**src/rtl/lnr_pkg.sv**
```systemverilog
// ----------------------------------------------------------------------------
// lnr_pkg
// Shared types and constants of the layer-normalization row engine.
// ----------------------------------------------------------------------------
package lnr_pkg;

   // Default and fixed sizes
   localparam int MAX_ROW_DEF = 64;
   localparam int SAMPLE_W    = 16;
   localparam int COL_W       = 6;
   localparam int LEN_W       = 7;
   localparam int EPS_W       = 16;
   localparam int CSR_IDX_W   = 1;
   localparam int CSR_DATA_W  = 16;
   localparam int QUEUE_DEPTH = 4;

   // Divider operand widths
   localparam int DIV_NUM_W = 64;
   localparam int DIV_DEN_W = 32;

   // Register indexes
   localparam logic [CSR_IDX_W-1:0] CSR_ROW_LENGTH = 1'b0;
   localparam logic [CSR_IDX_W-1:0] CSR_EPSILON    = 1'b1;

   // Item actions
   localparam logic ACT_TABLE  = 1'b0;
   localparam logic ACT_SAMPLE = 1'b1;

   typedef struct packed {
      logic                       action;
      logic [COL_W-1:0]           column;
      logic signed [SAMPLE_W-1:0] sample;
      logic signed [15:0]         gamma_value;
      logic signed [15:0]         beta_value;
   } req_type;

   typedef struct packed {
      logic signed [SAMPLE_W-1:0] normalized;
      logic [COL_W-1:0]           out_column;
      logic                       row_end;
   } rsp_type;

   typedef struct packed {
      logic                 start;
      logic [DIV_NUM_W-1:0] dividend;
      logic [DIV_DEN_W-1:0] divisor;
   } div_req_type;

   typedef struct packed {
      logic                 busy;
      logic                 done;
      logic [DIV_NUM_W-1:0] quotient;
   } div_rsp_type;

endpackage

```
**src/rtl/lnr_queue.sv**
```systemverilog
// ----------------------------------------------------------------------------
// lnr_queue
// Front queue: takes items from the input channel and holds them for the core.
// ----------------------------------------------------------------------------
module lnr_queue
   import lnr_pkg::*;
(
   input  logic    clock,
   input  logic    reset,
   input  logic    push_valid,
   output logic    push_stall,
   input  req_type push_data,
   output logic    pop_valid,
   input  logic    pop_en,
   output req_type pop_data
);

   localparam int PW = $clog2(QUEUE_DEPTH);
   localparam int CW = $clog2(QUEUE_DEPTH + 1);

   req_type         slot_ff [QUEUE_DEPTH];
   logic [PW-1:0]   wr_ptr_ff, wr_ptr_in;
   logic [PW-1:0]   rd_ptr_ff, rd_ptr_in;
   logic [CW-1:0]   count_ff, count_in;
   logic            push, pop;

   assign push_stall = (count_ff == CW'(QUEUE_DEPTH));
   assign pop_valid  = (count_ff != '0);
   assign pop_data   = slot_ff[rd_ptr_ff];
   assign push       = push_valid && !push_stall;
   assign pop        = pop_en && pop_valid;

   // Advance pointers and count
   always_comb begin
      wr_ptr_in = push ? wr_ptr_ff + PW'(1) : wr_ptr_ff;
      rd_ptr_in = pop ? rd_ptr_ff + PW'(1) : rd_ptr_ff;
      count_in  = count_ff + CW'(push) - CW'(pop);
   end

   always_ff @(posedge clock) begin
      if (reset) begin
         wr_ptr_ff <= '0;
         rd_ptr_ff <= '0;
         count_ff  <= '0;
      end else begin
         wr_ptr_ff <= wr_ptr_in;
         rd_ptr_ff <= rd_ptr_in;
         count_ff  <= count_in;
      end
   end

   // Store item
   always_ff @(posedge clock) begin
      if (push) begin
         slot_ff[wr_ptr_ff] <= push_data;
      end
   end

endmodule

```
**config.mk**
```make
export PLATFORM = sky130hd
export DESIGN_NAME = lnr_queue
export DESIGN_NICKNAME = d
export VERILOG_FILES = /design/src/rtl/lnr_pkg.sv /design/src/rtl/lnr_queue.sv
export SDC_FILE = /design/constraint.sdc
export NUM_CORES = 1
export LEC_CHECK = 0
export ABC_AREA = 1
export BUFFER_PORTS_ARGS = -buffer_cell sky130_fd_sc_hd__buf_2
export CAP_MARGIN = 10
export CORE_MARGIN = 2
export CORE_UTILIZATION = 30
export CTS_CLUSTER_DIAMETER = 60
export DETAILED_ROUTE_END_ITERATION = 16
export GPL_TIMING_DRIVEN = 0
export HOLD_SLACK_MARGIN = 0.15
export PLACE_DENSITY = 0.47
export REMOVE_ABC_BUFFERS = 1
export SETUP_SLACK_MARGIN = 0.3
export SLEW_MARGIN = 40
export SYNTH_ARGS = -nofsm -noshare
export SYNTH_HDL_FRONTEND = slang
export SYNTH_SLANG_ARGS = --single-unit
```
**constraint.sdc**
```tcl
create_clock -name clock -period 6.8 [get_ports clock]
set_input_delay 0 -clock clock [delete_from_list [all_inputs] [get_ports clock]]
set_output_delay 0 -clock clock [all_outputs]
set_load 0.05 [all_outputs]
```
# Yosys cells after proc, flatten, opt, wreduce, memory -nomap -nowiden

Memory sizes are Yosys's and may differ from the RTL's. A register that Yosys moved wholly into a read port is not among the register bits.
Index checks and enable logic that the tools add are counted.

Flip-flop bits (word level): 7
Memory bits (writable): 220
Input port bits: 59
Output and inout port bits: 57
Logic and storage cells: 17
Memories: 1

Memory list:

| name    | depth | bits a word | read ports | clocked after memory_dff | write ports | RTL line        | RTL |
|---|---|---|---|---|---|---|---|
| slot_ff | 4     | 55          | 1          | 1                        | 1           | lnr_queue.sv:21 | `req_type slot_ff [QUEUE_DEPTH];` |

$add $sub $neg: 4
Equality and inequality tests: 1
Mux-type cells: 4
Reduce and logical (&&, ||, !) cells: 4

Operators by type and width:

| kind                                                           | count |
|---|---|
| 2-bit by 1-bit adder with 2-bit output (second input constant) | 2 |
| 2-bit 2-to-1 mux                                               | 2 |
| 3-bit by 1-bit adder with 3-bit output                         | 1 |
| 3-bit == test (second input constant)                          | 1 |
| 3-bit nonzero test                                             | 1 |
| 3-bit by 1-bit subtractor with 3-bit output                    | 1 |
| 1-bit logical AND                                              | 2 |
| 1-bit 2-to-1 mux                                               | 2 |
| 1-bit zero test                                                | 1 |

# Depth between registers and ports, before layout

Gate-level depths: netlist of the first run.

Word-level depth: 5
Gate-level depth with buffers: 10
Depth with buffers taken out: 10

# Worst setup path after synthesis of the first run

No wires, ideal clock.

Kind: flip-flop to flip-flop
Start: register count_ff[1]
End: memory slot_ff[0][0] (netlist bit) (enable)
Setup time: 468 ps
Data arrival time: 3037 ps
Required time: 6332 ps
Setup slack: 3295 ps
Stages on the path, launching flop included: 5
Path buffers: 0
Period minus slack after synthesis: 3505 ps
Cell sequence: dfxtp_1 nor2_1 nand2_1 nand2_1 nor2_1

Word-level cells in the longest chain between the ends: 5

Ends and longest elaborated chain:

| item                                   | RTL line        | RTL |
|---|---|---|
| from (decl)                            | lnr_queue.sv:24 | `logic [CW-1:0] count_ff, count_in;` |
| from (signal assigned)                 | lnr_queue.sv:48 | `count_ff <= count_in;` |
| 3-bit == test                          | lnr_queue.sv:27 | `assign push_stall = (count_ff == CW'(QUEUE_DEPTH));` |
| 1-bit zero test                        | lnr_queue.sv:30 | `assign push = push_valid && !push_stall;` |
| 1-bit logical AND                      | lnr_queue.sv:30 |  |
| 1-bit 2-to-1 mux                       | lnr_queue.sv:54 | `if (push) begin` |
| 1-bit 2-to-1 mux (not written as such) | lnr_queue.sv:55 | `slot_ff[wr_ptr_ff] <= push_data;` |
| to (decl)                              | lnr_queue.sv:21 |  |

No other way between the ends.

==> reports/results.ini, run 1 <==
[final_layout]
fill_cells = 2726
nets = 851
mostFrequentLayoutCell = edfxtp_1
fin_cells = 1189
area_growth_pct = 32.0
drive_above_1_share_pct = 22.4
insertedDiodeCount = 0
final_cell_mix = 220 x edfxtp_1, 119 x nor2_1, 115 x buf_2

[clocking]
root_buffer = clkbuf_16
cts_tree = built
ctsHoldBuffers = 58
cts-buffers-inserted = 26
clock_path_buffers = 3
path_clk_slew_ns = 0.06
post-cts-setup-buffers = 0
cts_sinks = 229
cts_resized = 0
cts_max_level = 1
clk-insertion-delay-late_ns = 0.51

[global_route]
track_usage_pct = 12.9
met2_usage_pct = 22.7
grt_max_degree = 59
met1_usage_pct = 16.2
top_usage_layer = met2
grtUsageMet3_pct = 3.11
antenna_found_initial = 0
grt_first_pass_wirelength_um = 31000
first_global_vias = 5815
overflow = 0

[critical_path]
critPathSlowestCell = dfxtp_4
rr_worst_depth = 10
cp_max_fo = 58
cp.arrival_ns = 2.39
crit_type = register to output pin
regToRegStartpoint = count_ff[1]
crit_end = pop_data[48]
cp-start-kind = register
reg2reg_slack_ns = 4.45
cpPeakStageDelay_ns = 0.38
critical_path_required_ns = 6.80
r2r_end = count_ff[2]
crit_path_end_kind = output pin
crit_chain = buf_12 -> inv_8 -> buf_16 -> nor2_1 -> o22ai_1 -> buf_2

[place]
dp_slack_ns = 4.47
portBuffers = 115
dp.cells = 1083
dp_hpwl_um = 12300
gp_congestion = 0.738

[yosys]
synth_seq_cells = 229
synth_area_um2 = 8630
syn_inst = 598
seq_area_frac_synth_pct = 78.6
netlist-cell-type-count = 18
yosys_warnings = 0
avgSynthCellArea_um2 = 14.4

[floorplan]
rows = 62
die_w_um = 174
fp.dieArea_um2 = 30100
die_h_um = 174
io_pins = 116
start_util_pct = 30.2
core-area_um2 = 28500

[detailed_routing]
via_count = 5486
dr.pass1.iters = 4
postRouteAntennaNets = 0
wirelength_um = 19600
wl_per_cell_um = 16.5
dr.first_iter.drc_count = 345
route.detailed.drc = 0
vias_per_cell = 4.61

[sta]
worst_slew_pin_slew_ns = 0.416
maxSlewHeadroom_pct = 72.2
fmax_ghz = 0.419
final_hold_viol_count = 0
rsz0062_at_grt = false
fin_setup_tns_ns = 0
drv_slew = 0
setup_violations = 0
min_period_over_period_pct = 35.1
worst_clock_skew_ns = 0.0135
setup_slack_ns = 4.41
period_minus_slack_ns = 2.39

[pwr]
powerDensity_nw_per_um2 = 404
ir_worst_vdd_uv = 353
finalPower_mw = 4.61
leakagePower_nw = 4.04

[job]
maxCapViolations = 0

[hold_path]
worstHoldPathType = primary input to register
holdPathStages = 3

[status]
outcome = finished clean

how the worst min path moves through the flow:
stage / from / end
finish: reset / count_ff[0]
detailed placement: reset / count_ff[0]
floorplan: reset / count_ff[1]
CTS: reset / count_ff[0]
global placement: reset / count_ff[1]
global route: push_data[24] / slot_ff[1][24]
flip-flops by register name, summed over array words and instances (netlist names), named ones only:
signal / flops
rd_ptr_ff: 2
slot_ff: 220
count_ff: 3
wr_ptr_ff: 2
worst max-delay path, delay by kind of cell, from the launching register on:
kind            cells  cell delay (ns)
flops               1             0.38
compound gates      1             0.27
buf+inv             4             1.09
simple gates        1             0.07
layout make-up:
cell class,instances,area [um^2],share of cell area (%)
Tap cell,384,480,4.22
Clock buffer,32,694,6.09
Inverter,17,73.8,0.648
Clock inverter,16,181,1.59
Sequential cell,229,6790,59.6
Multi-Input combinational cell,317,1580,13.9
Timing Repair Buffer,194,1590,14.0
per-stage QoR:
| step | hold WS, ns | util (%) | instance area (um^2) |
|---|---|---|---|
| after floorplan | 0.0667 | - | 8400 |
| after global placement | 0.187 | 33.1 | 9460 |
| after detailed placement | 0.205 | 34.8 | 9940 |
| after CTS | 0.190 | 39.9 | 11400 |
| after global routing | 0.212 | 39.9 | 11400 |
| final | 0.219 | 39.9 | 11400 |
cells by family after synthesis:
kind of cell / after synthesis / synth area share, %
AND/OR/NAND/NOR: 138 / 6.04
adder cells (fa/ha/maj): 7 / 1.10
flip-flops: 229 / 78.6
buffers and inverters: 52 / 3.41
AO/OA/AOI/OAI: 172 / 10.8
per-layer routing:
layer  vias to the layer above  share of wire (%)
met5                         -                  0
met4                         0                1.5
met3                        28                5.6
met2                       128                 49
li1                       2608                  -
met1                      2722                 44
report_power, final:
group          switching (mW)  internal, mW
sequential             0.0533          1.72
combinational            1.08         0.367
clock                   0.520         0.874
synthesized netlist by cell type (all sizes together):
cell	count	area share [%]
edfxtp	220	77
nor2	123	5.3
o21ai	111	6.4
o22ai	55	4.0
clkbuf	18	0.78
buf	17	1.9
inv	17	0.74
nand2	12	0.52
dfxtp	9	2.1
ha	6	0.87
a21oi	4	0.23
nand3	3	0.17
a21boi	2	0.17
fa	1	0.23
Power figures use the tool's default switching activity.
==> inputs of run 2 (changes only) <==
Clock period 6.8 ns to 2.4 ns, I/O delays scaled along.
==> run 2 against run 1 <==
Compared with the run above:
- clock-buffer cell count did not move
- final cell count rose by 0.59%
- sequential share of layout area fell by 1.0 points
- non-clock buffer count rose by 6
- critical path type unchanged
- hold slack got worse by 0.0012 ns
- global-route usage rose by 0.33 points
- flip-flop and latch count did not move
- worst setup slack got worse by 4.0 ns
==> reports/results.ini, run 2 (synthesized netlist as in run 1, its figures left out) <==
[sta]
fmax_ghz = 0.503
maxSlewHeadroom_pct = 77.3
worst_clock_skew_ns = 0.0133
min_period_over_period_pct = 82.8
setup_violations = 0
drv_slew = 0
setup_slack_ns = 0.414
final_hold_viol_count = 0
rsz0062_at_grt = true
fin_setup_tns_ns = 0
period_minus_slack_ns = 1.99
worst_slew_pin_slew_ns = 0.339

[clocking]
root_buffer = clkbuf_16
cts_sinks = 229
cts-buffers-inserted = 26
path_clk_slew_ns = 0.06
cts_tree = built
cts_max_level = 1
clk-insertion-delay-late_ns = 0.52
clock_path_buffers = 3

[critical_path]
crit_path_frequent_cell = buf_16
crit_chain = buf_16 -> inv_16 -> buf_16 -> nor2_1 -> o22ai_1 -> buf_2
cpPeakStageDelay_ns = 0.38
crit_type = register to output pin
regToRegStartpoint = count_ff[1]
cp-start-kind = register
rr_worst_depth = 10
critical_path_required_ns = 2.40
crit_path_end_kind = output pin
cp.depth = 6
cp.arrival_ns = 1.99
cp_max_fo = 29
critPathSlowestCell = dfxtp_4
critPathBufInv = 4
path_delay_family = buffers and inverters

[final_layout]
regMostFlops = slot_ff
final_cell_mix = 220 x edfxtp_1, 118 x nor2_1, 96 x buf_2
fill_cells = 2707
largest_register_ffs = 220
fin_cells = 1196
nets = 858
insertedDiodeCount = 0
final_area_um2 = 11600
drive_above_1_share_pct = 23.8
area_growth_pct = 34.4
reg.largest.list = slot_ff (220), count_ff (3)
mostFrequentLayoutCell = edfxtp_1

[job]
maxCapViolations = 0

[place]
dp_hpwl_um = 12300
dp.cells = 1083
portBuffers = 115
gp_congestion = 0.738
placed_area_um2 = 9940
dp_slack_ns = 0.0652

[status]
outcome = finished clean

[detailed_routing]
vias_per_cell = 4.66
postRouteAntennaNets = 0
dr.pass1.iters = 4
dr.first_iter.drc_count = 357
wl_per_cell_um = 17.3
route.detailed.drc = 0
via_count = 5579
wirelength_um = 20700

[floorplan]
fp.dieArea_um2 = 30100
core-area_um2 = 28500
rows = 62
die_h_um = 174
start_util_pct = 30.2
die_w_um = 174
io_pins = 116

[global_route]
overflow = 0
first_global_vias = 5882
antenna_found_initial = 0
track_usage_pct = 13.2
grt_max_degree = 55
grt_first_pass_wirelength_um = 31700

[hold_path]
holdPathStages = 3
hold_start = reset
worstHoldPathType = primary input to register

[pwr]
powerDensity_nw_per_um2 = 1150
leakagePower_nw = 4.13
ir_worst_vdd_uv = 1010

==> run 2: repair_timing <==
item | in CTS | in global routing
hold buffers | 58 | 0
setup buffers | 0 | 4
resized for setup | 21 | 14
hold endpoints to repair | 246 | 0
gates cloned | 2 | 1
setup endpoints to repair | 64 | 51
==> run 2: report_power, final <==
part           internal [mW]  switching [mW]
Sequential              4.87           0.155
Combinational           1.22            3.16
Clock                   2.48            1.48
Total                   8.57            4.79
==> run 2: through the flow <==
| stage | hold WS, ns | utilization, % | power, mW |
|---|---|---|---|
| 4_1_cts | 0.190 | 40.2 | 13.4 |
| 5_1_grt | 0.212 | 40.6 | 14.0 |
| 3_5_place_dp | 0.205 | 34.8 | 9.17 |
| 2_1_floorplan | 0.0667 | - | 7.80 |
| 6_report | 0.218 | 40.6 | 13.4 |
| 3_3_place_gp | 0.187 | 33.1 | 8.88 |
==> run 2: area by class of cell <==
type | instances | area, um^2 | area share [%]
clock buffer | 32 | 694 | 5.99
clock inverter | 16 | 181 | 1.56
inverter | 17 | 92.6 | 0.798
multi-input combinational | 317 | 1610 | 13.9
sequential | 229 | 6800 | 58.6
tap | 384 | 480 | 4.14
timing repair buffer | 200 | 1740 | 15.0
timing repair inverter | 1 | 8.76 | 0.0755
==> run 2: worst paths after layout <==
kind,slack [ns],to
worst min-delay path,0.22,count_ff[0]
worst min register to register,0.52,register
worst max register to register,0.42,count_ff[2]
worst max-delay path,0.41,pop_data[17]
==> run 2: tightest hold or removal path: cells and delay by family <==
kind / cells / cell delay (ns)
simple gates: 1 / 0.04
buf+inv: 2 / 0.63
==> run 2: layer usage <==
layer / wire (um) / track usage, %
met5: 0 / 0
met4: 288 / 2.84
met3: 1290 / 3.16
met2: 10100 / 23.4
met1: 9030 / 16.6
